===== config.mk =====
export PLATFORM = sky130hd
export DESIGN_NAME = xcs_cell
export DESIGN_NICKNAME = d
export VERILOG_FILES = /design/src/rtl/core/xcs_pkg.sv /design/src/rtl/core/xcs_cell.sv
export SDC_FILE = /design/constraint.sdc
export NUM_CORES = 1
export LEC_CHECK = 0
export ABC_CLOCK_PERIOD_IN_PS = 5700
export BUFFER_PORTS_ARGS = -buffer_cell sky130_fd_sc_hd__buf_4
export CAP_MARGIN = 25
export CELL_PAD_IN_SITES_DETAIL_PLACEMENT = 0
export CELL_PAD_IN_SITES_GLOBAL_PLACEMENT = 1
export CORE_ASPECT_RATIO = 1.2
export CORE_MARGIN = 2
export CORE_UTILIZATION = 36
export CTS_BUF_LIST = sky130_fd_sc_hd__clkbuf_4
export CTS_CLUSTER_DIAMETER = 120
export DETAILED_ROUTE_END_ITERATION = 16
export GPL_TIMING_DRIVEN = 0
export PLACE_DENSITY = 0.81
export SLEW_MARGIN = 20
export SYNTH_ARGS = -nofsm -noshare
export SYNTH_HDL_FRONTEND = slang
export SYNTH_SLANG_ARGS = --single-unit
export TNS_END_PERCENT = 5

===== constraint.sdc =====
create_clock -name clock -period 5.7 [get_ports clock]
set_input_delay 0.285 -clock clock [delete_from_list [all_inputs] [get_ports clock]]
set_output_delay 0.285 -clock clock [all_outputs]
set_load 0.02 [all_outputs]

===== src/rtl/core/xcs_pkg.sv =====
// shared types, constants and round schedule for the xtea counter-mode stream cipher
package xcs_pkg;

   localparam int ROUNDS      = 32;
   localparam int HALF_STAGES = 2 * ROUNDS;

   localparam logic [31:0] XTEA_DELTA = 32'h9e3779b9;

   localparam int KEY_WORDS  = 4;
   localparam int ADDR_WIDTH = 4;

   // register indexes of the configuration port
   typedef enum logic [1:0] {
      REG_KEY_WORD0 = 2'd0,
      REG_KEY_WORD1 = 2'd1,
      REG_KEY_WORD2 = 2'd2,
      REG_KEY_WORD3 = 2'd3
   } reg_index_type;

   typedef logic [KEY_WORDS-1:0][31:0] key_type;

   // one word moving down the cell row: cipher state of both pairs plus the data byte
   typedef struct packed {
      logic             valid;
      logic             start;
      logic             last;
      logic [3:0]       pos;
      logic [7:0]       data;
      logic [3:0][31:0] w;
   } cell_type;

   // running sum seen by half-round h (the odd half uses the sum after the increment)
   function automatic logic [31:0] half_sum(input int h);
      logic [63:0] prod;
      prod = 64'((h + 1) / 2) * 64'(XTEA_DELTA);
      return prod[31:0];
   endfunction

   // key word select for half-round h
   function automatic logic [1:0] half_sel(input int h);
      logic [31:0] s;
      s = half_sum(h);
      if ((h % 2) == 0) begin
         return s[1:0];
      end else begin
         return s[12:11];
      end
   endfunction

endpackage


===== src/rtl/core/xcs_cell.sv =====
// one xtea half-round cell: updates the first word of each pair and swaps the pair
module xcs_cell (
   input  logic              clock,
   input  logic              reset,
   input  logic              advance,
   input  logic [31:0]       sum_in,
   input  logic [1:0]        sel_in,
   input  xcs_pkg::key_type  key_in,
   input  xcs_pkg::cell_type in_cell,
   output xcs_pkg::cell_type out_cell
);

   logic              valid_ff;
   logic              valid_in;
   xcs_pkg::cell_type word_ff;
   xcs_pkg::cell_type word_in;

   logic [31:0] round_key;
   logic [31:0] mix0;
   logic [31:0] mix1;

   always_comb begin
      round_key = sum_in + key_in[sel_in];
      mix0 = ((in_cell.w[1] << 4) ^ (in_cell.w[1] >> 5)) + in_cell.w[1];
      mix1 = ((in_cell.w[3] << 4) ^ (in_cell.w[3] >> 5)) + in_cell.w[3];

      word_in = in_cell;
      // pair swap so the next cell always updates word 0 of each pair
      word_in.w[0] = in_cell.w[1];
      word_in.w[1] = in_cell.w[0] + (mix0 ^ round_key);
      word_in.w[2] = in_cell.w[3];
      word_in.w[3] = in_cell.w[2] + (mix1 ^ round_key);

      valid_in = valid_ff;
      if (advance) begin
         valid_in = in_cell.valid;
      end
   end

   always_ff @(posedge clock) begin
      if (reset) begin
         valid_ff <= 1'b0;
      end else begin
         valid_ff <= valid_in;
      end
   end

   always_ff @(posedge clock) begin
      if (advance) begin
         word_ff <= word_in;
      end
   end

   always_comb begin
      out_cell       = word_ff;
      out_cell.valid = valid_ff;
   end

endmodule


==> results.py, run 1 <==
metrics = {
    "critical_path": {
        "timing.rr.end": "valid_ff",
        "cp_slowest_stage_delay_ns": 0.53,
        "cpMostUsedCell": "a21o_1",
        "crit_type": "primary input to flip-flop",
        "endpoint_kind": "flip-flop",
        "crit_path_cell_trace": "clkbuf_4 -> buf_8 -> mux4_2 -> ha_2 -> a2111oi_4 -> o21ai_1 -> a21o_1 -> a211oi_4 -> o21ai_1 -> xor2_1 -> buf_4 -> xor2_1 -> xnor2_2 -> ha_1 -> a21o_1 -> a21o_1 -> a21o_1 -> a221oi_4 -> o41ai_4 -> buf_4 -> a2111oi_4 -> o31ai_1 -> a211oi_1 -> nor3_1",
        "rr_startpoint": "valid_ff",
        "critPathMaxFanout": 10,
        "critPathRequiredTime_ns": 6.07,
        "cp.arrival_ns": 5.89,
        "crit_slowest_cell": "mux4_2",
        "critPathLaunchType": "primary input",
        "reg2reg_depth": 3,
        "reg2reg_slack_ns": 4.55,
    },
    "place": {
        "placed_cell_area_sq_um": 17200,
        "portBuffers": 449,
        "dp_cells": 2180,
        "hpwl_microns": 37200,
        "gp_congestion": 0.969,
    },
    "grt": {
        "grt_util_all_layers": 0.228,
        "grt_pass1_wl_microns": 65700,
        "grt_pass1_vias": 12199,
        "antenna_found_initial": 2,
        "grt_max_degree": 78,
        "grt_overflow": 0,
    },
    "power": {
        "switching_share": 0.441,
        "p_comb_frac": 0.670,
        "clkPwrFrac": 0.098,
        "p_int_w": 0.00417,
        "cellPowerDensity_nw_per_um2": 401,
        "power_switching_w": 0.00328,
        "peakVddDrop_v": 0.000250,
        "leakage_nw": 8.28,
        "sequentialPowerShare": 0.232,
    },
    "logic_synthesis": {
        "netlist_area_sq_um": 13200,
        "synth_top_family_by_area": "compound AO/OA/AOI/OAI gates",
        "synth_flop_cell": "edfxtp_1",
        "synth_compound_area_frac": 0.191,
        "ys_ff_latch": 143,
        "synthSimpleGateAreaFrac": 0.0841,
        "seq_area_frac_synth": 0.324,
        "synth_warnings": 0,
        "ys_types": 60,
        "synth_edf_count": 142,
        "syn_area_per_cell_sq_um": 10.5,
        "yosysTopAreaCellShare": 0.323,
        "muxShareOfSynthArea": 0.0553,
        "async_flop_share": 0,
        "synthTopCellsByArea": "edfxtp_1 (32%), ha_1 (16%), xnor2_1 (9.7%)",
        "yosys.area.top_type": "edfxtp_1",
        "synth-xor-area-share": 0.171,
        "syn-num-nets": 1740,
        "synthAdderAreaFrac": 0.164,
        "syn_inst": 1262,
    },
    "cts": {
        "clock_latency_ns": 0.61,
        "tritoncts": "done",
        "clk_pin_slew_ns": 0.13,
        "numClockSinks": 143,
        "cts_buffers": 17,
        "root_buffer": "clkbuf_4",
        "htreeDepth": 4,
        "clockBufferDepth": 2,
    },
    "routing": {
        "wirelength_microns": 45000,
        "drc_errors": 0,
        "antenna_left": 0,
        "routed_via_density": 5.24,
        "drtPass1Iterations": 5,
        "post_drt_wl_per_cell_microns": 19.5,
        "drtIter0Drc": 525,
        "dr_total_vias": 12067,
    },
    "sta": {
        "hold_viol": 0,
        "relSlewSlack": 0.554,
        "worst_slew_pin_slew_ns": 0.669,
        "hold_slack_ns": 0.119,
        "slew_viol_final": 0,
        "setup_viol": 0,
        "period_share": 0.969,
        "clock_skew_ns": 0,
        "period_needed_ns": 5.52,
        "max_freq_mhz": 181,
    },
    "cells_and_area": {
        "nFillCells": 3250,
        "fin_nets": 2300,
        "final_util": 0.515,
        "drive_gt1_frac": 0.303,
        "final_area_sq_um": 18600,
        "fin_cells": 2305,
        "area.growth.synth_to_final_pct": 40.5,
    },
    "flow_run": {
        "maxCapViolCount": 0,
    },
    "die": {
        "die_x_microns": 179,
        "row_count": 76,
        "ios": 451,
        "core_sq_um": 36000,
        "dieArea_sq_um": 38300,
        "start_util": 0.367,
        "die_h_microns": 214,
    },
    "worst_hold_path": {
        "min-delay-start": "advance",
        "hold_path_end": "out_cell[65]",
        "hold_path_class": "primary input to flip-flop",
        "min_path_cells": 1,
    },
    "status": {
        "status": "completed",
    },
}
==> cell usage after synthesis, types with 22 or more instances <==
master and number:
ha_1 165, xnor2_1 147, edfxtp_1 142, a21oi_1 133, xor2_1 109, a21o_1 73
nand2_1 68, o21ai_0 59, nor2_1 58, mux4_2 32, inv_1 26, o21bai_1 22
==> cells in the final DEF (no fill, tap or decap), types with 26 or more instances in the layout <==
cell type / instances
o21ai_0: 57
buf_4: 457
inv_1: 26
xnor2_1: 143
a21o_1: 73
ha_1: 164
dlygate4sd3_1: 84
nor2_1: 58
a21oi_1: 130
nand2_1: 68
mux4_2: 32
edfxtp_1: 142
xor2_1: 107
==> worst max-delay path by stage <==
| stage | from | end | cells past startpoint |
|---|---|---|---|
| finish | sel_in[0] | out_cell[124] | 24 |
| global route | sel_in[0] | out_cell[124] | 23 |
| CTS | sel_in[0] | out_cell[124] | 23 |
| detailed placement | sel_in[0] | out_cell[124] | 22 |
| global placement | sel_in[0] | out_cell[126] | 22 |
| floorplan | sel_in[0] | out_cell[124] | 22 |
==> logic make-up (layout without fill, tap and decap cells) <==
group           Yosys count  count (layout)
buf+inv                  35             608
compound gates          389             389
fa+ha+maj               170             170
xor+xnor                257             257
simple gates            235             235
mux                      33              33
other cells               0               2
flops                   143             143
==> timing repair <==
item,in CTS,in global routing
pin swaps,1,5
endpoints found under the hold margin,83,0
buffers inserted,1,6
endpoints found under the setup margin,15,9
gates resized for setup,11,23
hold buffers,84,0
==> state kept, by name, summed over array words and instances (netlist names) <==
signal and count:
out_cell 142, valid_ff 1
==> per-layer routing <==
| metal | GRT usage | vias up | wire length, microns |
|---|---|---|---|
| met5 | 0 | - | 0 |
| met3 | 0.0339 | 74 | 2140 |
| li1 | - | 5920 | - |
| met1 | 0.274 | 5691 | 18500 |
| met2 | 0.406 | 382 | 22900 |
| met4 | 0.0931 | 0 | 1380 |
==> critical path: cells and delay by family <==
kind	cells	cell delay, ns
compound gates	13	3.03
fa+ha+maj	2	0.66
mux	1	0.53
xor+xnor	3	0.57
simple gates	1	0.07
buf+inv	4	0.75
==> per-stage QoR <==
step | worst slack [ns] | power, W | setup TNS, ns
2_1_floorplan | 0.0169 | 0.00509 | 0
6_report | 0.176 | 0.00745 | 0
3_3_place_gp | -1.74 | 0.00649 | -22.28
4_1_cts | 0.0255 | 0.00739 | 0
3_5_place_dp | -1.46 | 0.00652 | -22.10
5_1_grt | -0.0180 | 0.00799 | -0.0328
==> power groups by stage <==
stage / registers [W] / clock network [W] / logic, W
finish: 0.00173 / 0.000727 / 0.00499
global route: 0.00176 / 0.000781 / 0.00544
CTS: 0.00174 / 0.000756 / 0.00489
detailed placement: 0.00176 / 0 / 0.00477
global placement: 0.00175 / 0 / 0.00473
floorplan: 0.00212 / 0 / 0.00297
==> cell type report <==
| class | count | area [sq um] | share of cell area |
|---|---|---|---|
| Clock buffer | 20 | 150 | 0.00809 |
| Timing Repair Buffer | 541 | 4300 | 0.232 |
| Tap cell | 468 | 586 | 0.0315 |
| Buffer | 9 | 60.1 | 0.00323 |
| Sequential cell | 143 | 4280 | 0.231 |
| Inverter | 26 | 97.6 | 0.00526 |
| Multi-Input combinational cell | 1084 | 8940 | 0.481 |
| Antenna cell | 2 | 5.00 | 0.000270 |
| Clock inverter | 12 | 146 | 0.00789 |
No activity file was read; power rests on OpenSTA's default activity.
==> run 2: changes to the inputs <==
ABC_CLOCK_PERIOD_IN_PS = unset   (was 5700)
BUFFER_PORTS_ARGS = unset   (was -buffer_cell sky130_fd_sc_hd__buf_4)
CORE_ASPECT_RATIO = unset   (was 1.2)
CORE_UTILIZATION = 46   (was 36)
DONT_BUFFER_PORTS = 1   (was unset)
PLACE_DENSITY = 0.82   (was 0.81)
==> run 2 against run 1 <==
Compared with the run above: combinational power is 20% lower; utilization grew 1.4 points; largest cell class unchanged; global-route usage grew 3.7 points; cell area shrank 19%; non-clock buffer count is 450 lower; critical path type unchanged; sequential power up 24%; total power down 9.0%; cell count down 23%; highest routed layer unchanged.
==> results.py, run 2 (synthesized netlist as in run 1, its figures left out) <==
metrics = {
    "status": {
        "status": "completed",
    },
    "place": {
        "dp_cells": 1646,
        "gp_congestion": 0.960,
        "hpwl_microns": 32100,
        "portBuffers": 0,
    },
    "cells_and_area": {
        "final_common_cell": "ha_1",
        "largest_register_ffs": 142,
        "fin_nets": 1850,
        "final_util": 0.529,
        "final_cell_mix": "ha_1 (162), xnor2_1 (145), edfxtp_1 (142), a21oi_1 (131), xor2_1 (105)",
        "drive_gt1_frac": 0.0758,
        "fin_cells": 1771,
        "area.growth.synth_to_final_pct": 14.0,
        "nFillCells": 2577,
    },
    "critical_path": {
        "critPathRequiredTime_ns": 6.05,
        "crit_slowest_cell": "mux4_2",
        "cp.arrival_ns": 5.91,
        "cp_slowest_stage_delay_ns": 0.57,
        "critPathMaxFanout": 5,
        "critPathLaunchType": "primary input",
        "crit_type": "primary input to flip-flop",
        "crit_path_cell_trace": "clkbuf_4 -> mux4_2 -> ha_2 -> fa_1 -> a21oi_2 -> o21ai_1 -> a21o_1 -> a211oi_4 -> o21ai_2 -> a21o_1 -> a21oi_1 -> xnor2_1 -> xnor2_1 -> ha_1 -> nand2_1 -> nor2_1 -> nand4_1 -> o41ai_4 -> buf_4 -> a2111oi_2 -> buf_4 -> nor3_1 -> nor3_1 -> nand3b_1",
        "endpoint_kind": "flip-flop",
    },
    "routing": {
        "routed_via_density": 5.96,
        "drtIter0Drc": 596,
        "antenna_left": 0,
        "drtPass1Iterations": 5,
        "drc_errors": 0,
        "dr_total_vias": 10559,
        "wirelength_microns": 40800,
        "post_drt_wl_per_cell_microns": 23.0,
    },
    "cts": {
        "clockBufferDepth": 2,
        "numClockSinks": 143,
        "root_buffer": "clkbuf_4",
        "htreeDepth": 4,
        "clk_pin_slew_ns": 0.14,
        "clock_latency_ns": 0.57,
        "tritoncts": "done",
        "cts_buffers": 17,
    },
    "sta": {
        "relSlewSlack": 0.428,
        "max_freq_mhz": 180,
        "clock_skew_ns": 0,
        "period_needed_ns": 5.56,
        "setup_viol": 0,
        "period_share": 0.975,
        "hold_viol": 0,
        "worst_slew_pin_slew_ns": 0.857,
        "slew_viol_final": 0,
    },
    "flow_run": {
        "maxCapViolCount": 0,
    },
    "grt": {
        "grt_pass1_vias": 10485,
        "grt_pass1_wl_microns": 60500,
        "antenna_found_initial": 2,
        "grt_overflow": 0,
        "grt_util_all_layers": 0.265,
        "grt_max_degree": 143,
    },
    "die": {
        "die_h_microns": 173,
        "ios": 451,
        "die_x_microns": 173,
        "core_sq_um": 28500,
        "row_count": 62,
        "start_util": 0.464,
        "dieArea_sq_um": 30100,
    },
    "power": {
        "cellPowerDensity_nw_per_um2": 450,
        "peakVddDrop_v": 0.000299,
        "leakage_nw": 6.08,
    },
    "worst_hold_path": {
        "hold_path_class": "primary input to flip-flop",
    },
}
[run 2: cell type report]
| cell class | instances | area [sq um] | share of cell area |
|---|---|---|---|
| multi-input cells | 1084 | 8960 | 0.595 |
| flip-flops and latches | 143 | 4280 | 0.285 |
| repair buffers | 91 | 913 | 0.0607 |
| plain buffers | 9 | 67.6 | 0.00449 |
| clock buffers | 18 | 135 | 0.00897 |
| inverters | 26 | 97.6 | 0.00648 |
| diodes | 2 | 5.00 | 0.000332 |
| clock inverters | 14 | 118 | 0.00781 |
| well taps | 384 | 480 | 0.0319 |
[run 2: critical path, delay by kind of cell]
family / cells / cell delay, ns
compound gates: 9 / 1.76
xor+xnor: 2 / 0.49
fa+ha+maj: 3 / 1.05
buf+inv: 3 / 0.53
mux: 1 / 0.57
simple gates: 6 / 1.21
[run 2: per-layer routing]
layer / GRT usage / part of all wire / routed length [microns]
met5: 0 / 0 / 0
met1: 0.338 / 0.42 / 17200
met4: 0.0713 / 0.021 / 859
met2: 0.456 / 0.48 / 19700
met3: 0.0583 / 0.075 / 3060
[run 2: power by group]
group / switching, W / internal [W] / leakage [nW]
sequential: 0.000476 / 0.00167 / 1.40
clock: 0.000429 / 0.000220 / 0.132
combinational: 0.00223 / 0.00175 / 4.55
total: 0.00314 / 0.00364 / 6.08
[run 2: worst paths after layout]
path,startpoint,to,slack [ns],cells after the start
worst min register to register,valid_ff,valid_ff,1.07,3
worst min-delay path,in_cell[80],out_cell[112],0.06,2
worst max-delay path,sel_in[0],out_cell[126],0.14,24
worst max register to register,valid_ff,valid_ff,4.55,3
[run 2: timing repair]
item | in CTS | in global routing
hold buffers | 85 | 0
hold endpoints to repair | 225 | 0
pin swaps | 2 | 6
setup endpoints to repair | 11 | 10
resized for setup | 13 | 21
buffers inserted | 1 | 5
[run 2: metrics by stage]
| step | cell area [sq um] | TNS [ns] | setup WS, ns | total power, W | hold WS, ns |
|---|---|---|---|---|---|
| floorplan | 13200 | 0 | 0.0169 | 0.00509 | 0.357 |
| global placement | 13700 | -17.25 | -1.40 | 0.00586 | 0.360 |
| detailed placement | 13700 | -16.78 | -1.24 | 0.00588 | 0.361 |
| CTS | 14900 | -0.0262 | -0.0262 | 0.00669 | 0.0236 |
| global route | 15100 | -0.0865 | -0.0721 | 0.00728 | -0.00239 |
| finish | 15100 | 0 | 0.143 | 0.00678 | 0.0621 |
