<file path="src/rtl/core/xcs_pkg.sv">
// shared types, constants and round schedule for the xtea counter-mode stream cipher
package xcs_pkg;

   localparam int ROUNDS      = 32;
   localparam int HALF_STAGES = 2 * ROUNDS;

   localparam logic [31:0] XTEA_DELTA = 32'h9e3779b9;

   localparam int KEY_WORDS  = 4;
   localparam int ADDR_WIDTH = 4;

   // register indexes of the configuration port
   typedef enum logic [1:0] {
      REG_KEY_WORD0 = 2'd0,
      REG_KEY_WORD1 = 2'd1,
      REG_KEY_WORD2 = 2'd2,
      REG_KEY_WORD3 = 2'd3
   } reg_index_type;

   typedef logic [KEY_WORDS-1:0][31:0] key_type;

   // one word moving down the cell row: cipher state of both pairs plus the data byte
   typedef struct packed {
      logic             valid;
      logic             start;
      logic             last;
      logic [3:0]       pos;
      logic [7:0]       data;
      logic [3:0][31:0] w;
   } cell_type;

   // running sum seen by half-round h (the odd half uses the sum after the increment)
   function automatic logic [31:0] half_sum(input int h);
      logic [63:0] prod;
      prod = 64'((h + 1) / 2) * 64'(XTEA_DELTA);
      return prod[31:0];
   endfunction

   // key word select for half-round h
   function automatic logic [1:0] half_sel(input int h);
      logic [31:0] s;
      s = half_sum(h);
      if ((h % 2) == 0) begin
         return s[1:0];
      end else begin
         return s[12:11];
      end
   endfunction

endpackage

</file>
<file path="src/rtl/core/xcs_csr.sv">
// apb-style key register file
module xcs_csr (
   input  logic                           clock,
   input  logic                           reset,
   input  logic                           csr_psel,
   input  logic                           csr_penable,
   input  logic                           csr_pwrite,
   input  logic [xcs_pkg::ADDR_WIDTH-1:0] csr_paddr,
   input  logic [31:0]                    csr_pwdata,
   output logic [31:0]                    csr_prdata,
   output logic                           csr_pready,
   output xcs_pkg::key_type               key_out
);

   xcs_pkg::key_type      key_ff;
   xcs_pkg::key_type      key_in;
   xcs_pkg::reg_index_type reg_index;
   logic                  write_en;

   assign csr_pready = 1'b1;
   assign reg_index  = xcs_pkg::reg_index_type'(csr_paddr[3:2]);
   assign write_en   = csr_psel & csr_penable & csr_pwrite & csr_pready;

   always_comb begin
      key_in = key_ff;
      if (write_en) begin
         case (reg_index)
            xcs_pkg::REG_KEY_WORD0: key_in[0] = csr_pwdata;
            xcs_pkg::REG_KEY_WORD1: key_in[1] = csr_pwdata;
            xcs_pkg::REG_KEY_WORD2: key_in[2] = csr_pwdata;
            xcs_pkg::REG_KEY_WORD3: key_in[3] = csr_pwdata;
            default: key_in = key_ff;
         endcase
      end
   end

   always_comb begin
      case (reg_index)
         xcs_pkg::REG_KEY_WORD0: csr_prdata = key_ff[0];
         xcs_pkg::REG_KEY_WORD1: csr_prdata = key_ff[1];
         xcs_pkg::REG_KEY_WORD2: csr_prdata = key_ff[2];
         xcs_pkg::REG_KEY_WORD3: csr_prdata = key_ff[3];
         default: csr_prdata = 32'h0;
      endcase
   end

   always_ff @(posedge clock) begin
      if (reset) begin
         key_ff <= '0;
      end else begin
         key_ff <= key_in;
      end
   end

   assign key_out = key_ff;

endmodule

</file>
<file path="config.mk">
export PLATFORM = sky130hd
export DESIGN_NAME = xcs_csr
export DESIGN_NICKNAME = d
export VERILOG_FILES = /design/src/rtl/core/xcs_pkg.sv /design/src/rtl/core/xcs_csr.sv
export SDC_FILE = /design/constraint.sdc
export NUM_CORES = 1
export LEC_CHECK = 0
export ABC_AREA = 0
export BUFFER_PORTS_ARGS = -buffer_cell sky130_fd_sc_hd__buf_2
export CAP_MARGIN = 10
export CORE_MARGIN = 2
export CORE_UTILIZATION = 50
export CTS_CLUSTER_DIAMETER = 40
export DETAILED_ROUTE_END_ITERATION = 6
export PLACE_DENSITY = 0.84
export SLEW_MARGIN = 5
export SYNTH_ARGS = -nofsm -noshare
export SYNTH_HDL_FRONTEND = slang
export SYNTH_SLANG_ARGS = --single-unit
</file>
<file path="constraint.sdc">
create_clock -name clock -period 1.3 [get_ports clock]
set_input_delay 0.13 -clock clock [delete_from_list [all_inputs] [get_ports clock]]
set_output_delay 0.13 -clock clock [all_outputs]
set_load 0.02 [all_outputs]
</file>
==> results list, run 1 <==
* Run status: finished, violations left
* Violated checks: setup timing
* Clock-pin slew of the registers on the worst-case setup and hold paths: 0.06 ns
* Kind of start point of the critical path: flip-flop
- Placed inst area: 7114 um^2
- Full die area: roughly 13000 um^2
* Share of synthesized area occupied by flip-flops and latches: 43.43%
- The clock network accounts for 48.5% of the total power.
- Most used routing layer: met2
* Global routing met1 resource utilization: between 20 and 30%
- Leftover overflow at the end of global routing: 0
- STA classifies the critical path endpoint as a primary output.
- Switching power total: approximately 2.1 mW
- Of all nets on the critical path, the largest fanout is 2.
- In this run the remaining antenna-violating nets after routing total 0.
* Post-placement setup slack: -0.02969 ns
- The number of nets in the synthesized netlist is roughly 540.
- The first global-routing pass estimated 25920 um of wire.
- Clock network latency to the later pin of the worst-skew pair: approximately 0.40 ns
- Summing over every cut layer, the via total after detailed routing is about 4900.
* Final Worst Setup Slack: -0.2126 ns
- In this run the vertical extent of the chip is ~110 um.
- Most frequent cell after synthesis: sky130_fd_sc_hd__nand2b_1
* Logic pwr share: 8.5%
* Critical path class: reg -> out
* Post-detailed-route via-to-cell ratio: 5.303
- Number of clock sinks seen by CTS: roughly 130
- Yosys attributes the largest share of cell area to sky130_fd_sc_hd__dfxtp_1 43%, sky130_fd_sc_hd__mux2i_1 22%, sky130_fd_sc_hd__nand2b_1 17%, sky130_fd_sc_hd__mux4_2 12%, sky130_fd_sc_hd__buf_4 1.7%.
* CP peak stage delay: 0.50 ns
* Distinct cells, synth: 16
- RSZ-0062 raised after global routing: true
- The final count of hold timing violations came to 0.
- Max Freq: 0.6611 GHz
* Detailed placement HPWL: roughly 10000 um
- Number of antenna violations at the first check in global routing: 0
- The tightest hold path in the finished design has a slack of 0.06250 ns.
- The cell area that synthesis handed to floorplanning was 5901 um^2.
- STA puts the critical path data arrival time at 1.38 ns.
* Post-synthesis cell count: slightly below 500
- Top-level port count: 202
* Hold-fix buffer count after cts: 0
- Global routing consumed, on the met2 layer, 46.39% of the routing resources.
* Sw Share: 22.65%
- The initial utilization of the core area, before any placement, comes to 51.46%.
- List of cells traversed by the critical path: mux4_2 -> buf_6
- Number of diodes: 0
- Fraction of final layout cells with drive strength greater than 1: approximately 60%
- Data on the critical path is required at its endpoint by 1.17 ns.
* Number of synthesized flops with an enable pin: 0
* Leading post-synthesis cells by instance count: 160 x sky130_fd_sc_hd__nand2b_1, 128 x sky130_fd_sc_hd__dfxtp_1, 128 x sky130_fd_sc_hd__mux2i_1, 32 x sky130_fd_sc_hd__mux4_2, 16 x sky130_fd_sc_hd__clkbuf_1
- Flop-to-flop setup slack: 0.44 ns
- The pre-antenna-repair detailed-routing pass consisted of 4 iterations.
- Cell type with the highest aggregate area in the netlist: sky130_fd_sc_hd__dfxtp_1
- The number of global-route vias before repair is 5196.
- Registers are responsible for 43.1% of the overall power.
- The path class of the tightest hold or removal check is in -> reg.
- Global router's overall resource usage: between 20% and 30%
* Number of pins with negative max-slew slack in the final report: 0
* Leakage component of the power: 4.446 nW
- TritonCTS built the clock tree.
- The total area inside the core boundary comes to 11470 um^2.
- Kind of cell adding the most delay to the critical path: multiplexers
- Top-area cell type share of the netlist area: 43.43%
- Peak ir drop on the vdd network: 0.6959 mV
- Total power for the finished layout comes to 9.335 mW.
- Max-Cap Viols: 0
* Sum of routed wire length over all layers: 16810 um
* DRC Markers: 0
* Maximum number of pins on one net before global-route repair: 95
- Cell area power density: 1088 nW/um^2
- Clock buffer depth: 2
- After detailed routing, the average wire length per cell comes to between 15 and 20 um.
- The number of clock buffers added by TritonCTS is 17.
* Die width: about 110 um
- The congestion estimate from routability-driven global placement came to 0.7950.
* Total non-filler cell area in the finished layout: 8576 um^2
- Share of flip-flops with an asynchronous set or reset after synthesis: 0%
- Internal power: just over 7 mW
- Std-Cell Rows: 39
* Iteration-0 DRC count of the detailed router: 320
* Synth-to-layout area growth: 45.33%
* Library cell contributing the largest single delay on the critical path: sky130_fd_sc_hd__mux4_2
- Clock period minus final worst setup slack: 1.513 ns
- The count of buffers added on input and output ports is 198.
- Max reg flops: 128
* Final net count: between 800 and 900
- Setup violations remaining at the end of the flow were counted as 32.
- The most used flip-flop cell after synthesis is sky130_fd_sc_hd__dfxtp_1.
- Root buffer selected by CTS: sky130_fd_sc_hd__clkbuf_16
* Worst Path Buf+Inv: 1
- Number of storage elements in the synthesis netlist: between 100 and 150
- For the final database, setup skew stands at 0 ns.
* Synthesized area per cell: 11.90 um^2
- In this run the number of H-tree levels came out at 4.
- After layout, the worst path uses 116.4% of the clock period.
- Met3 Track Usage GR: 6.102%
- The Yosys step of the flow raised 0 warnings.
path summary, 6_finish.rpt:
path                       start        endpoint  cells after the start
hold reg to reg      key_out[60]     key_out[60]                      2
hold / removal    csr_pwdata[21]    key_out[117]                      3
setup / recovery    key_out[120]  csr_prdata[24]                      2
setup reg to reg     key_out[75]     key_out[75]                      4
power groups by stage:
stage	combinational (mW)	sequential, mW	clock (mW)
global route	0.835	4.02	4.79
floorplan	0.412	4.15	0
CTS	0.777	4.02	4.58
finish	0.791	4.02	4.52
global placement	0.688	4.10	0
detailed placement	0.707	4.10	0
per-layer routing:
layer  up-vias  wire (um)
met5         -          0
met4         0        486
met3        44       1005
met2       202       8850
met1      2398       6467
li1       2261          -
worst register-to-register path, cell delays in order (launching register included):
cell and delay [ns]:
sky130_fd_sc_hd__dfxtp_2 0.32, sky130_fd_sc_hd__buf_4 0.12, sky130_fd_sc_hd__buf_4 0.13, sky130_fd_sc_hd__nand2b_1 0.08, sky130_fd_sc_hd__mux2i_1 0.09
stage by stage:
step	util [%]	TNS [ns]	cells
after floorplan	-	0	496
after CTS	73.82	-5.935	913
final	74.78	-5.663	925
after detailed placement	62.04	-0.04202	819
after global placement	62.04	0	819
after global routing	74.78	-6.697	925
timing repair:
| item | in CTS | in global routing |
|---|---|---|
| gates resized for setup | 155 | 16 |
| buffers inserted | 63 | 12 |
| setup endpoints to repair | 32 | 32 |
cells by family (layout without fill, tap and decap cells):
kind of cell / Yosys count / count (layout) / synth area share [%]
DFF: 128 / 128 / 43.43
buffers and inverters: 39 / 325 / 4.368
and+or+nand+nor: 168 / 168 / 18.21
other: 1 / 1 / 0.06355
muxes: 160 / 160 / 33.93
placed cells by master (no fill, tap or decap), types with 4 or more instances in the layout:
| cell type | count |
|---|---|
| sky130_fd_sc_hd__dfxtp_2 | 107 |
| sky130_fd_sc_hd__buf_6 | 32 |
| sky130_fd_sc_hd__mux2i_1 | 128 |
| sky130_fd_sc_hd__clkbuf_16 | 17 |
| sky130_fd_sc_hd__clkinvlp_4 | 4 |
| sky130_fd_sc_hd__mux4_2 | 32 |
| sky130_fd_sc_hd__buf_12 | 11 |
| sky130_fd_sc_hd__buf_2 | 166 |
| sky130_fd_sc_hd__dfxtp_1 | 21 |
| sky130_fd_sc_hd__buf_4 | 85 |
| sky130_fd_sc_hd__nand2b_1 | 160 |
area by class of cell:
cell class	instances	area [um^2]
clock buffer	21	450.4
multi-input combinational	329	3087
clock inverter	10	113.9
sequential	128	2696
tap	143	178.9
timing repair buffer	294	2049
fill	743	2892
(Power assumes the default switching activity.)
==> run 2, diff against run 1 <==
--- a/config.mk
+++ b/config.mk
@@ -7,7 +7,7 @@
 export LEC_CHECK = 0
 export ABC_AREA = 0
 export BUFFER_PORTS_ARGS = -buffer_cell sky130_fd_sc_hd__buf_2
-export CAP_MARGIN = 10
+export CAP_MARGIN = 20
 export CORE_MARGIN = 2
 export CORE_UTILIZATION = 50
 export CTS_CLUSTER_DIAMETER = 40
==> constraint.sdc (replaced) <==
create_clock -name clock -period 1.4 [get_ports clock]
set_input_delay 0.14 -clock clock [delete_from_list [all_inputs] [get_ports clock]]
set_output_delay 0.14 -clock clock [all_outputs]
set_load 0.02 [all_outputs]
==> run 2 against run 1 <==
Against the previous run: the flow still finishes with violations (setup timing); cell area barely moved; combinational power decreased by 8.6%; via count rose by 1.3%; power decreased by 3.5%.
==> results list, run 2 (synthesis gave the netlist of run 1 again) <==
- The run finished, with violations left.
- Violated checks: setup timing
- TritonCTS built the clock tree.
* Hold/Removal Path Class: in -> reg
- The count of nets left with antenna violations once routing finished came out at 0.
* Register share of total power: 41.4%
- The tree is rooted in a sky130_fd_sc_hd__clkbuf_16.
* DRC Markers: 0
- Detailed placement HPWL: just over 10000 um
- Top-level port count: 202
* Maximum number of pins on one net before global-route repair: 101
* CP Capture Type: primary output
* Clock-pin slew of the registers on the worst-case setup and hold paths: 0.06 ns
* Iteration-0 DRC count of the detailed router: 253
* Hold Path Cell Cnt: 3
- Total non-filler cell area in the finished layout: 8569 um^2
- The H-tree generated during clock tree synthesis spans 4 levels.
- In the layout the commonest cells are 166 x sky130_fd_sc_hd__buf_2, 160 x sky130_fd_sc_hd__nand2b_1, 128 x sky130_fd_sc_hd__mux2i_1, 103 x sky130_fd_sc_hd__dfxtp_2, 83 x sky130_fd_sc_hd__buf_4.
* Die span in y: between 100 and 150 um
- The worst hold path terminates at key_out[24].
- Die width: 112.6 um
- Max-Cap Viols: 0
- Launch point of the worst hold path: csr_pwdata[24]
* Placed inst area: between 7000 and 8000 um^2
- The initial utilization of the core area, before any placement, comes to 51.46%.
- The core region is 11470 um^2.
* Std-Cell Rows: 39
* Number of antenna violations at the first check in global routing: 0
- Peak ir drop on the vdd network: 0.6211 mV
- Summed over all layers, the routed wires come to about 17000 um.
* Final weighted congestion in routability-driven placement: 0.7757
- Number of diodes: 0
* RSZ-0062 raised after global routing: true
- The first global-routing pass estimated 26070 um of wire.
- In this run the static leakage power is about 4.4 nW.
- For this run, the top clock speed supported by timing is around 0.66 GHz.
- Flop-to-flop setup slack: 0.52 ns
* Number of pins with negative max-slew slack in the final report: 0
- Internal power comes to 7.031 mW.
* Logic pwr share: 8.0%
- At the placement stage, the worst setup path has a slack of 0.03741 ns.
- Synth-to-layout area growth: 45.23%
- The die covers 12690 um^2.
- The clock network burns slightly above 50% of the power.
* Required time reported for the critical path endpoint: 1.26 ns
- At the later pin of the worst-skew pair, clock insertion delay measures around 0.40 ns.
* Arr. time, crit path: 1.38 ns
- Critical path class: reg -> out
- The analysis attributes to net switching a power of between 1.5 and 2 mW.
- Via count: 4970
- Dividing the final minimum period by the clock period gives 108.4%.
- Total clock buffers created by CTS: 17
* Global router's overall resource usage: about a quarter
* Power consumption: about 9.0 mW
* Final Worst Setup Slack: -0.1169 ns
- Path depth of the worst reg2reg path: 4
* Final net count: 807
* Final Hold Violating Endpoints: 0
* Commonest non-fill, non-tap cell in the layout: sky130_fd_sc_hd__buf_2
- The layout has 734 filler cells.
- Setup clock skew after layout: 0 ns
* Max reg flops: 128
* Detailed-route wire length per cell: 18.31 um
* Via count of the first global-routing pass: 5182
* Worst R2R End: key_out[124]
* Origin of the critical flop-to-flop path: key_out[124]
* Sw Share: 21.96%
- Post-layout utilization of the core: 74.73%
* First drt pass iteration count: 5
- Of the cells placed in the final design, the portion with a size suffix greater than 1 is 59.05%.
- Kind of start point of the critical path: flip-flop
* Hold-fix buffer count after cts: 0
* Leftover overflow at the end of global routing: 0
- The smallest clock period supported by the final layout is computed as between 1.5 and 2 ns.
- In the routed layout, each cell is associated on average with a via count of about 5.4.
- Cell area power density: between 1000 and 1500 nW/um^2
* Highest fanout seen on the critical path: 2
* Number of clock sinks seen by CTS: 128
- Number of input and output port buffers inserted: 198
- Clock buffer depth: 2
- Final setup viols: 32
-- run 2: through the flow --
stage | cells | hold WS (ns) | setup TNS [ns]
after floorplan | 496 | 0.3608 | 0
after global placement | 817 | 0.4651 | 0
after detailed placement | 817 | 0.4787 | 0
after CTS | 908 | 0.05945 | -3.159
after global routing | 922 | 0.07463 | -3.744
final | 922 | 0.07275 | -2.811
-- run 2: worst max path at each step --
stage                     slack, ns         start              to
after global placement         0.07  csr_paddr[2]   csr_prdata[3]
after floorplan                0.16  csr_paddr[3]  csr_prdata[21]
after detailed placement       0.04  csr_paddr[2]   csr_prdata[6]
final                         -0.12  key_out[120]  csr_prdata[24]
after global routing          -0.15  key_out[117]  csr_prdata[21]
after CTS                     -0.13  key_out[117]  csr_prdata[21]
-- run 2: repair_timing --
action                     CTS  global route
pin swaps                    0             0
setup endpoints to repair   32            32
buffers inserted            59            14
gates resized for setup    153            14
-- run 2: final cells by class --
cell class / count / area (um^2) / area share [%]
Sequential cell: 128 / 2691 / 31.41
Clock inverter: 9 / 130.1 / 1.518
Timing Repair Buffer: 290 / 1994 / 23.27
Clock buffer: 23 / 488.0 / 5.694
Multi-Input combinational cell: 329 / 3087 / 36.02
Tap cell: 143 / 178.9 / 2.088
-- run 2: layer usage --
metal | GRT usage, % | routed length (um) | vias up
met1 | 29.21 | 6367 | 2443
li1 | - | - | 2253
met5 | 0 | 0 | -
met4 | 11.30 | 489 | 0
met2 | 47.03 | 8926 | 225
met3 | 6.317 | 1098 | 49
-- run 2: power by group through the flow --
stage	clock, mW	combinational [mW]	sequential (mW)
2_1_floorplan	0	0.383	3.86
3_3_place_gp	0	0.628	3.80
3_5_place_dp	0	0.649	3.81
4_1_cts	4.59	0.710	3.73
5_1_grt	4.79	0.766	3.73
6_report	4.56	0.723	3.73
-- run 2: critical path, stage by stage (launching register included) --
cell	delay, ns
sky130_fd_sc_hd__dfxtp_2	0.32
sky130_fd_sc_hd__mux4_2	0.50
sky130_fd_sc_hd__buf_6	0.15
==> run 3, diff against run 2 <==
--- a/config.mk
+++ b/config.mk
@@ -6,6 +6,7 @@
 export NUM_CORES = 1
 export LEC_CHECK = 0
 export ABC_AREA = 0
+export ABC_CLOCK_PERIOD_IN_PS = 1700
 export BUFFER_PORTS_ARGS = -buffer_cell sky130_fd_sc_hd__buf_2
 export CAP_MARGIN = 20
 export CORE_MARGIN = 2
==> constraint.sdc (replaced) <==
create_clock -name clock -period 1.7 [get_ports clock]
set_input_delay 0.17 -clock clock [delete_from_list [all_inputs] [get_ports clock]]
set_output_delay 0.17 -clock clock [all_outputs]
set_load 0.02 [all_outputs]
==> run 3 against run 2 <==
Against the previous run: the run now ends clean; worst setup slack improved by 0.23 ns; utilization is 7.9 points lower; cell count shrank 8.2%; critical endpoint unchanged; combinational power fell by 27%.
==> results list, run 3 (synthesis gave the netlist of run 1 again) <==
- Fill cell count: 856
- In the detailed route, the total length drawn on met3 is 913 um.
* Number of gates given a new drive strength after cts: 0
- For the final routed database, the setup TNS stands at 0 ns.
* Arr. time, crit path: 1.42 ns
* Cell area power density: 977.9 nW/um^2
- The first global-routing pass estimated 23520 um of wire.
- Iteration-0 DRC count of the detailed router: a little under 300
- Global router's overall resource usage: between 20% and 30%
- Maximum number of pins on one net before global-route repair: 161
- Kind of start point of the critical path: flip-flop
- The worst register-to-register path ends at key_out[67].
- Clock network latency to the later pin of the worst-skew pair: 0.41 ns
- Die span in y: approximately 110 um
- Std-Cell Rows: 39
- For this run, design rule violations remaining after detail routing come to 0.
- Inst Count DP: 814
* Critical path class: reg -> out
* First drt pass iteration count: 4
* Launch point of the worst hold path: csr_pwdata[23]
- The floorplan step defined a die boundary enclosing 12690 um^2.
- The number of antenna violations at the first check in global routing is 0.
- After routing the design area is 7669 um^2.
* Hold-fix buffer count after cts: 0
- Die width: 112.6 um
- Post-CTS Setup Inserts: 0
- CP Capture Type: primary output
- Clock-pin slew was measured on the worst setup and hold paths at about 0.060 ns.
* Placed inst area: 7027 um^2
- OpenSTA, run right after detailed placement, puts the worst setup slack at 0.1930 ns.
- Period utilisation layout: between 90% and 100%
- Most frequent cells in the layout: 198 x sky130_fd_sc_hd__buf_2, 160 x sky130_fd_sc_hd__nand2b_1, 128 x sky130_fd_sc_hd__mux2i_1, 128 x sky130_fd_sc_hd__dfxtp_1, 32 x sky130_fd_sc_hd__mux4_2
- In the final layout, the share of cells above drive strength 1 is 39.97%.
- Summed over all layers, the routed wires come to 14520 um.
- In the final layout, the multi-input gates occupy 3087 um^2.
* Tightest hold margin: approximately 0.09 ns
- Across the routed clock network, the largest skew measured is 0 ns.
* Total clock buffers created by CTS: 17
- Relative to the synthesized area, the layout overhead comes to 29.96%.
- Peak ir drop on the vdd network: 0.7226 mV
- Max reg flops: 128
- TritonCTS built the clock tree.
* Clock buffer depth: 2
- The routed layout has about 4500 vias.
* Number of pins with negative max-slew slack in the final report: 0
- The number of global-route vias before repair was 4694.
- For this design the static power due to leakage is 3.969 nW.
* Required time reported for the critical path endpoint: 1.53 ns
- After detailed routing, the met2 layer carries 7294 um of wire.
- The floorplan step defined a core boundary enclosing approximately 11000 um^2.
- Initial Util: 51.46%
* Endpoint of the worst hold-timing path: key_out[87]
- H-tree depth reported by CTS: 4
- Post-detailed-route via-to-cell ratio: 5.305
- Detail Route Antenna Nets: 0
* Final net count: 731
* Max Freq: 0.6302 GHz
* Max-Cap Viols: 0
* Number of input and output port buffers inserted: 198
- For this design the top-level I/O count stands at 202.
* RSZ-0062 raised after global routing: false
* Origin of the critical flop-to-flop path: key_out[67]
- Measured in cells, the most critical reg-to-reg path has a length of 2.
* Filler-free cell count of the finished design: 846
- Routability-driven placement finished with a final weighted congestion of between 0.8 and 0.9.
* Commonest non-fill, non-tap cell in the layout: sky130_fd_sc_hd__buf_2
- Highest fanout seen on the critical path: 3
- The total overflow left after global routing is 0.
- The final count of hold timing violations is 0.
- The clock period could shrink to between 1.5 and 2 ns.
* Hold/Removal Path Class: in -> reg
* Highest metal used: met4
- Root buffer selected by CTS: sky130_fd_sc_hd__clkbuf_16
- Number of diodes: 0
* Final setup viols: 0
- Counting every sink on the clock net gives 128.
* Critical path startpoint: key_out[120]
- Setup slack on the worst reg-to-reg path comes out at 1.01 ns.
- Setup slack closes at 0.1133 ns.
- Run status: completed
- Hold Path Cell Cnt: 3
- Detailed-route wire length per cell: 17.17 um
* Detailed placement HPWL: 9998 um
- Footprint of the flip-flops and latches: 2562 um^2
* DRT met1 WL: 6030 um
==> run 3: cell types whose count changed in the layout (fill, tap and decap cells not counted) <==
cell and delta:
sky130_fd_sc_hd__buf_12 -2, sky130_fd_sc_hd__buf_2 +32, sky130_fd_sc_hd__buf_4 -74, sky130_fd_sc_hd__buf_6 -32
sky130_fd_sc_hd__bufinv_16 +1, sky130_fd_sc_hd__clkinv_4 +1, sky130_fd_sc_hd__clkinvlp_4 -2, sky130_fd_sc_hd__dfxtp_1 +103
sky130_fd_sc_hd__dfxtp_2 -103
==> run 3: metrics by stage <==
stage | utilization, % | total power [mW]
4_1_cts | 66.87 | 7.555
2_1_floorplan | - | 3.492
5_1_grt | 66.87 | 7.750
3_3_place_gp | 61.28 | 3.644
3_5_place_dp | 61.28 | 3.663
6_report | 66.87 | 7.499
==> run 3: routing by layer <==
metal	vias up	track usage [%]
met4	0	9.024
met1	2190	27.58
li1	2097	-
met2	175	40.24
met3	26	6.965
met5	-	0
==> run 3: cell type report <==
class                      instances  share of cell area [%]
clock inverter                     9                   2.007
sequential                       128                   33.41
timing repair buffer             214                   15.63
multi-input combinational        329                   40.25
tap                              143                   2.333
clock buffer                      23                   6.363
==> run 3: worst max path at each step <==
stage                                end  slack, ns  cells past startpoint
after global routing      csr_prdata[24]       0.07                      2
final                     csr_prdata[24]       0.11                      2
after detailed placement    key_out[107]       0.19                      5
after global placement      key_out[116]       0.24                      5
after CTS                 csr_prdata[24]       0.10                      2
after floorplan           csr_prdata[21]       0.40                      3
==> run 3: critical path, cell delays in order, from the launching register on <==
cell                      delay, ns
sky130_fd_sc_hd__dfxtp_1       0.33
sky130_fd_sc_hd__mux4_2        0.50
sky130_fd_sc_hd__buf_2         0.18
==> run 3: where the power goes <==
part           switching [mW]  total (mW)  internal, mW
combinational           0.283       0.525         0.243
clock                    1.29        3.90          2.61
sequential             0.0314        3.07          3.04
